`config.mk`:
```
export PLATFORM = sky130hd
export DESIGN_NAME = bounding_box_diagonal_unit
export DESIGN_NICKNAME = d
export VERILOG_FILES = /design/src/rtl/bbd_pkg.sv /design/src/rtl/bounding_box_diagonal_unit.sv /design/src/rtl/bbd_isqrt.sv
export SDC_FILE = /design/constraint.sdc
export NUM_CORES = 2
export LEC_CHECK = 0
export BUFFER_PORTS_ARGS = -buffer_cell sky130_fd_sc_hd__buf_2
export CAP_MARGIN = 20
export CORE_MARGIN = 8
export CORE_UTILIZATION = 40
export CTS_BUF_LIST = sky130_fd_sc_hd__clkbuf_4 sky130_fd_sc_hd__clkbuf_8
export DETAILED_ROUTE_END_ITERATION = 7
export HOLD_SLACK_MARGIN = 0.08
export MAX_ROUTING_LAYER = met4
export PLACE_DENSITY = 0.59
export SYNTH_ARGS = -nofsm -noshare
export SYNTH_HDL_FRONTEND = slang
export SYNTH_HIERARCHICAL = 1
export SYNTH_SLANG_ARGS = --single-unit
```
`constraint.sdc`:
```
create_clock -name clock -period 9.51 [get_ports clock]
set_input_delay 1.902 -clock clock [delete_from_list [all_inputs] [get_ports clock]]
set_output_delay 1.902 -clock clock [all_outputs]
set_load 0.1 [all_outputs]
```
`src/rtl/bbd_pkg.sv`:
```
// ----------------------------------------------------------------------------
// bbd_pkg
// shared constants and types of the bounding box diagonal unit
// ----------------------------------------------------------------------------
package bbd_pkg;

   // default coordinate width, 16 fraction bits
   localparam int COORD_BITS_DFLT = 24;

   // result field and its padded bus
   localparam int DIAG_BITS     = 25;
   localparam int RSP_DATA_BITS = 32;

   // number of axes
   localparam int AXES = 3;

   // root unit control, top to root unit
   typedef struct packed {
      logic start;
   } sqrt_ctrl_type;

   // root unit status, root unit to top
   typedef struct packed {
      logic busy;
      logic done;
   } sqrt_stat_type;

endpackage

```
`src/rtl/bounding_box_diagonal_unit.sv`:
```
// ----------------------------------------------------------------------------
// bounding_box_diagonal_unit
// axis-aligned bounding box diagonal of a stream of 3-d points
// ----------------------------------------------------------------------------
// Points arrive one per transfer as signed fixed-point x, y, z (COORD_BITS
// each, 16 fraction bits). The first point of a set loads the per-axis
// minimum and maximum, later points widen them; a point without tlast leaves
// req_tready high, so the next can follow right behind it. The point with
// tlast closes the set: the three spans are squared one after another on a
// single shared multiplier (per axis the steps span, square, accumulate),
// then an iterative square root retires one root bit per cycle. A closing
// point therefore keeps req_tready low through these steps, the root start,
// the COORD_BITS + 1 root iterations and the output step. The result is
// floor(sqrt(span_x^2 + span_y^2 + span_z^2)) with 16 fraction bits,
// saturated to 25 bits, held in an output register until taken; a
// one-point set gives zero. The set state clears after each closing point.
// ----------------------------------------------------------------------------
module bounding_box_diagonal_unit #(
   parameter  int COORD_BITS    = bbd_pkg::COORD_BITS_DFLT,
   localparam int REQ_DATA_BITS = ((3 * COORD_BITS + 7) / 8) * 8
) (
   input  logic                              clock,
   input  logic                              reset,
   // point channel
   input  logic                              req_tvalid,
   output logic                              req_tready,
   input  logic [REQ_DATA_BITS-1:0]          req_tdata,   // coord_x, coord_y, coord_z
   input  logic                              req_tlast,   // last_point
   // result channel
   output logic                              rsp_tvalid,
   input  logic                              rsp_tready,
   output logic [bbd_pkg::RSP_DATA_BITS-1:0] rsp_tdata    // diagonal
);
   import bbd_pkg::*;

   localparam int ROOT_BITS = COORD_BITS + 1;
   localparam int SUM_BITS  = 2 * ROOT_BITS;
   localparam int PROD_BITS = 2 * COORD_BITS;
   localparam int AXIS_BITS = $clog2(AXES);

   // sequencer codes
   localparam logic [2:0] ST_IDLE  = 3'd0;
   localparam logic [2:0] ST_SPAN  = 3'd1;
   localparam logic [2:0] ST_MUL   = 3'd2;
   localparam logic [2:0] ST_ACC   = 3'd3;
   localparam logic [2:0] ST_START = 3'd4;
   localparam logic [2:0] ST_ROOT  = 3'd5;
   localparam logic [2:0] ST_OUT   = 3'd6;

   logic [2:0]                   state_ff, state_in;
   logic [AXIS_BITS-1:0]         axis_ff, axis_in;
   logic                         started_ff, started_in;

   // running box, one entry per axis
   logic signed [COORD_BITS-1:0] low_ff  [AXES];
   logic signed [COORD_BITS-1:0] high_ff [AXES];
   logic signed [COORD_BITS-1:0] coord_w [AXES];

   // shared multiply path
   logic [COORD_BITS-1:0]        span_ff;
   logic [COORD_BITS-1:0]        span_w;
   logic [PROD_BITS-1:0]         prod_ff;
   logic [SUM_BITS-1:0]          acc_ff, acc_in;

   // output register
   logic                         rsp_valid_ff, rsp_valid_in;
   logic [DIAG_BITS-1:0]         diag_ff;
   logic [DIAG_BITS-1:0]         diag_w;

   sqrt_ctrl_type                sq_ctrl;
   sqrt_stat_type                sq_stat;
   logic [ROOT_BITS-1:0]         sq_root;

   logic                         req_xfer;
   logic                         out_free;

   assign req_tready = (state_ff == ST_IDLE);
   assign req_xfer   = req_tvalid && req_tready;
   assign out_free   = !rsp_valid_ff || rsp_tready;

   // unpack coordinates, x in the low bits
   always_comb begin
      for (int a = 0; a < AXES; a++) begin
         coord_w[a] = req_tdata[a*COORD_BITS +: COORD_BITS];
      end
   end

   // span of the selected axis, never negative and below 2^COORD_BITS
   assign span_w = COORD_BITS'(high_ff[axis_ff]) - COORD_BITS'(low_ff[axis_ff]);

   // min / max update on every accepted point
   always_ff @(posedge clock) begin
      if (req_xfer) begin
         for (int a = 0; a < AXES; a++) begin
            if (!started_ff) begin
               low_ff[a]  <= coord_w[a];
               high_ff[a] <= coord_w[a];
            end else begin
               if (coord_w[a] > high_ff[a]) high_ff[a] <= coord_w[a];
               if (coord_w[a] < low_ff[a])  low_ff[a]  <= coord_w[a];
            end
         end
      end
   end

   // sequencer
   always_comb begin
      state_in   = state_ff;
      axis_in    = axis_ff;
      started_in = started_ff;
      acc_in     = acc_ff;
      unique case (state_ff)
         ST_IDLE: begin
            if (req_xfer) begin
               started_in = !req_tlast;
               if (req_tlast) begin
                  state_in = ST_SPAN;
                  axis_in  = '0;
                  acc_in   = '0;
               end
            end
         end
         ST_SPAN:  state_in = ST_MUL;
         ST_MUL:   state_in = ST_ACC;
         ST_ACC: begin
            acc_in = acc_ff + SUM_BITS'(prod_ff);
            if (axis_ff == AXIS_BITS'(AXES - 1)) begin
               state_in = ST_START;
            end else begin
               axis_in  = axis_ff + AXIS_BITS'(1);
               state_in = ST_SPAN;
            end
         end
         ST_START: state_in = ST_ROOT;
         ST_ROOT: begin
            if (sq_stat.done) state_in = ST_OUT;
         end
         ST_OUT: begin
            if (out_free) state_in = ST_IDLE;
         end
         default:  state_in = ST_IDLE;
      endcase
   end

   assign sq_ctrl.start = (state_ff == ST_START);

   bbd_isqrt #(
      .ROOT_BITS (ROOT_BITS)
   ) u_isqrt (
      .clock    (clock),
      .reset    (reset),
      .ctrl     (sq_ctrl),
      .radicand (acc_ff),
      .stat     (sq_stat),
      .root     (sq_root)
   );

   // clamp to the 25-bit result field at wide coordinates
   generate
      if (ROOT_BITS > DIAG_BITS) begin : g_sat
         assign diag_w = (|sq_root[ROOT_BITS-1:DIAG_BITS]) ? '1
                                                           : sq_root[DIAG_BITS-1:0];
      end else begin : g_nosat
         assign diag_w = DIAG_BITS'(sq_root);
      end
   endgenerate

   // output register, refilled only once the previous result is taken
   always_comb begin
      rsp_valid_in = rsp_valid_ff;
      priority if (state_ff == ST_OUT && out_free) begin
         rsp_valid_in = 1'b1;
      end else if (rsp_tready) begin
         rsp_valid_in = 1'b0;
      end
   end

   always_ff @(posedge clock) begin
      if (state_ff == ST_SPAN) span_ff <= span_w;
      if (state_ff == ST_MUL)  prod_ff <= span_ff * span_ff;
      acc_ff <= acc_in;
      if (state_ff == ST_OUT && out_free) diag_ff <= diag_w;
      if (reset) begin
         state_ff     <= ST_IDLE;
         axis_ff      <= '0;
         started_ff   <= 1'b0;
         rsp_valid_ff <= 1'b0;
      end else begin
         state_ff     <= state_in;
         axis_ff      <= axis_in;
         started_ff   <= started_in;
         rsp_valid_ff <= rsp_valid_in;
      end
   end

   assign rsp_tvalid = rsp_valid_ff;
   assign rsp_tdata  = RSP_DATA_BITS'(diag_ff);

`ifndef NO_ASSERTIONS
   // root unit is never restarted while it still works
   a_start_idle: assert property (@(posedge clock) disable iff (reset)
      sq_ctrl.start |-> !sq_stat.busy)
      else $error("root unit started while busy");

   // a closing point blocks the channel on the next cycle
   a_last_blocks: assert property (@(posedge clock) disable iff (reset)
      req_xfer && req_tlast |=> !req_tready)
      else $error("point accepted during diagonal computation");

   // a new result appears only from the output step
   a_rsp_source: assert property (@(posedge clock) disable iff (reset)
      $rose(rsp_tvalid) |-> $past(state_ff == ST_OUT))
      else $error("result appeared outside the output step");

   // a result waiting in the output register is never overwritten
   a_no_overwrite: assert property (@(posedge clock) disable iff (reset)
      rsp_valid_ff && !rsp_tready |=> $stable(diag_ff))
      else $error("pending result overwritten");
`endif

endmodule

```
`src/rtl/bbd_isqrt.sv`:
```
// ----------------------------------------------------------------------------
// bbd_isqrt
// iterative floor square root, one root bit per cycle
// ----------------------------------------------------------------------------
module bbd_isqrt #(
   parameter int ROOT_BITS = 25
) (
   input  logic                        clock,
   input  logic                        reset,
   input  bbd_pkg::sqrt_ctrl_type      ctrl,
   input  logic [2*ROOT_BITS-1:0]      radicand,
   output bbd_pkg::sqrt_stat_type      stat,
   output logic [ROOT_BITS-1:0]        root
);
   import bbd_pkg::*;

   localparam int RAD_BITS = 2 * ROOT_BITS;
   localparam int REM_BITS = ROOT_BITS + 3;
   localparam int CNT_BITS = $clog2(ROOT_BITS + 1);

   logic [RAD_BITS-1:0]  rad_ff, rad_in;
   logic [REM_BITS-1:0]  rem_ff, rem_in;
   logic [ROOT_BITS-1:0] root_ff, root_in;
   logic [CNT_BITS-1:0]  count_ff, count_in;
   logic                 busy_ff, busy_in;
   logic                 done_ff, done_in;

   logic [REM_BITS-1:0]  rem_sh;
   logic [REM_BITS-1:0]  trial;

   // bring down the next pair of radicand bits, try root*4+1
   assign rem_sh = {rem_ff[REM_BITS-3:0], rad_ff[RAD_BITS-1 -: 2]};
   assign trial  = REM_BITS'({root_ff, 2'b01});

   always_comb begin
      rad_in   = rad_ff;
      rem_in   = rem_ff;
      root_in  = root_ff;
      count_in = count_ff;
      busy_in  = busy_ff;
      done_in  = 1'b0;
      if (ctrl.start) begin
         rad_in   = radicand;
         rem_in   = '0;
         root_in  = '0;
         count_in = CNT_BITS'(ROOT_BITS);
         busy_in  = 1'b1;
      end else if (busy_ff) begin
         rad_in = rad_ff << 2;
         if (rem_sh >= trial) begin
            rem_in  = rem_sh - trial;
            root_in = {root_ff[ROOT_BITS-2:0], 1'b1};
         end else begin
            rem_in  = rem_sh;
            root_in = {root_ff[ROOT_BITS-2:0], 1'b0};
         end
         count_in = count_ff - CNT_BITS'(1);
         if (count_ff == CNT_BITS'(1)) begin
            busy_in = 1'b0;
            done_in = 1'b1;
         end
      end
   end

   always_ff @(posedge clock) begin
      rad_ff   <= rad_in;
      rem_ff   <= rem_in;
      root_ff  <= root_in;
      count_ff <= count_in;
      if (reset) begin
         busy_ff <= 1'b0;
         done_ff <= 1'b0;
      end else begin
         busy_ff <= busy_in;
         done_ff <= done_in;
      end
   end

   assign stat.busy = busy_ff;
   assign stat.done = done_ff;
   assign root      = root_ff;

endmodule

```
==> reports/results.txt <==
Worst Skew = 0.0292 ns
Clk root buf = clkbuf_8
Hpwl dp = 73.3 mm
Die area = 110000 um^2
Core ar. = 99600 um^2
Worst r2r src = span_ff[5]
Syn avg cell area = 10.0 um^2
Core Util, Final = 43.7%
Antenna Nets Post-Route = 0
Met3 usage = 2.58%
Critical Path Max Stage Delay = 1.04 ns
Initial Util = 40.1%
Peak Freq = 0.128 GHz
Grt ovf = 0
Worst-Margin Slew = 1.09 ns
WL final = 92.6 mm
Crit-path most repeated cell = fa_1
Row cnt = 116
Setup CP Type = reg2reg
CP Launch Type = register
Cells after Synth = 3971
GR Util met2 = 27.2%
Cts hold-fix bufs = 0
Hold Vio Cnt, Final = 0
Ports = 111
RSZ-0062 raised after global routing = false
Htree depth = 3
Setup crit start = span_ff[5]
DR WL/cell = 17.1 um
TritonCTS clock tree = yes
CP endpoint kind = register
Status = completed
DRC = 0
Setup TNS = 0 ns
Initial antenna violation count = 8
Die W = 332 um
CP max FO = 25
Post-DR vias/cell = 5.05
RePlAce Congestion = 0.877
Hold WC Path Type = reg2reg
P&R area growth vs syn = 8.96%
Overall routing resource usage = 17.3%
CTS sink count = 407
Vias in the first global route = 28.8k
Ratio of cells with drive above 1 in the final layout = 8.75%
Clock slew seen by the registers of the worst setup and hold paths = 0.06 ns
Mapped cell area = 39900 um^2
Global-route wire length before repair = 152 mm
Die H = 332 um
Final Max Slew Viols = 0
1st-pass router iterations = 5
Critical-path cell list = nand2_1, fa_1, inv_1, fa_1, fa_1, inv_1, fa_1, inv_1, fa_1, fa_1, inv_1, fa_1, inv_1, ha_1, a21oi_1, o21ai_0, o31a_1, a211o_1, a31oi_2, o21bai_1, a221o_1, a21oi_1, xnor2_1
Hold_sp = u_isqrt/root[0]
Clock latency at the later pin of the worst-skew pair = 0.68 ns
Nets = 4973
Slew margin rel. = 27.0%
Tcrit/Tclk final = 82.3%
Post-cts sizing count = 0
Cts bufs inserted = 76
Synth warnings = 6
Delay-heaviest family, CP = adder cells
M1 GR Usage = 23.3%
Largest net degree at the start of global routing = 70
Slowest-stage cell, CP = edfxtp_1
Final setup fails = 0
Routed via count = 27.4k
Post CTS Setup Buffer Count = 0
Worst path bufs/invs = 5
Final min period = 7.82 ns
Hold WS = 0.460 ns
Layer with the highest usage = met2
Max clock buf depth = 3
DRT iter0 DRCs = 1251
Port bufs = 103
Critical Path RT = 9.93 ns
WP data arrival = 8.24 ns
Max cap viols = 0
## per-layer routing
metal / vias to the layer above / part of all wire, %
li1: 13400 / -
met1: 13300 / 48
met2: 520 / 45
met3: 125 / 4.1
met4: 0 / 2.4
met5: - / 0
## state kept, by name, summed over array words and instances (netlist names), 2 cells and up, named ones only
name	flops
acc_ff	50
axis_ff	2
diag_ff	25
high_ff	72
low_ff	72
prod_ff	47
span_ff	24
state_ff	3
u_isqrt/count_ff	5
u_isqrt/rad_ff	50
u_isqrt/rem_ff	26
u_isqrt/root	25
## placed cells by master (no fill, tap or decap), types with 12 or more instances in the layout
cell and instances:
a211oi_1 31, a21o_1 117, a21oi_1 204, a31oi_1 13
and2_1 135, buf_2 103, buf_4 31, clkbuf_4 24
clkbuf_8 78, clkinv_1 12, dfxtp_1 64, edfxtp_1 340
fa_1 424, ha_1 417, inv_1 748, mux2_2 50
mux2i_1 77, nand2_1 303, nand2b_1 23, nand3_1 36
nand4_1 47, nor2_1 222, nor2b_1 29, nor3_1 34
o21a_1 24, o21ai_0 122, o21ai_1 16, o21bai_1 22
xnor2_1 98, xor2_1 43
## final timing paths
| check | endpoint | slack [ns] | depth (start not counted) |
|---|---|---|---|
| max | prod_ff[45] | 1.69 | 23 |
| min | diag_ff[0] | 0.46 | 0 |
| max reg2reg | prod_ff[45] | 1.69 | 23 |
| min reg2reg | diag_ff[0] | 0.46 | 0 |
## through the flow
step / cell area [um^2] / setup WS (ns) / cells
6_report: 43500 / 1.69 / 5421
4_1_cts: 43500 / 1.69 / 5413
5_1_grt: 43500 / 1.21 / 5420
2_1_floorplan: 39900 / 2.54 / 3977
3_3_place_gp: 41800 / 1.81 / 5275
3_5_place_dp: 41800 / 1.67 / 5275
## layout make-up
type / count / area [um^2]
fillers: 9594 / 56100
multi-input cells: 2687 / 25100
flip-flops and latches: 407 / 11600
inverters: 749 / 2810
well taps: 1298 / 1620
clock buffers: 102 / 1250
repair buffers: 134 / 748
clock inverters: 36 / 379
diodes: 8 / 20.0
Power is left out: the tool's default activity adds up to more than one toggle a clock period on the data nets, which glitch-free logic cannot reach.
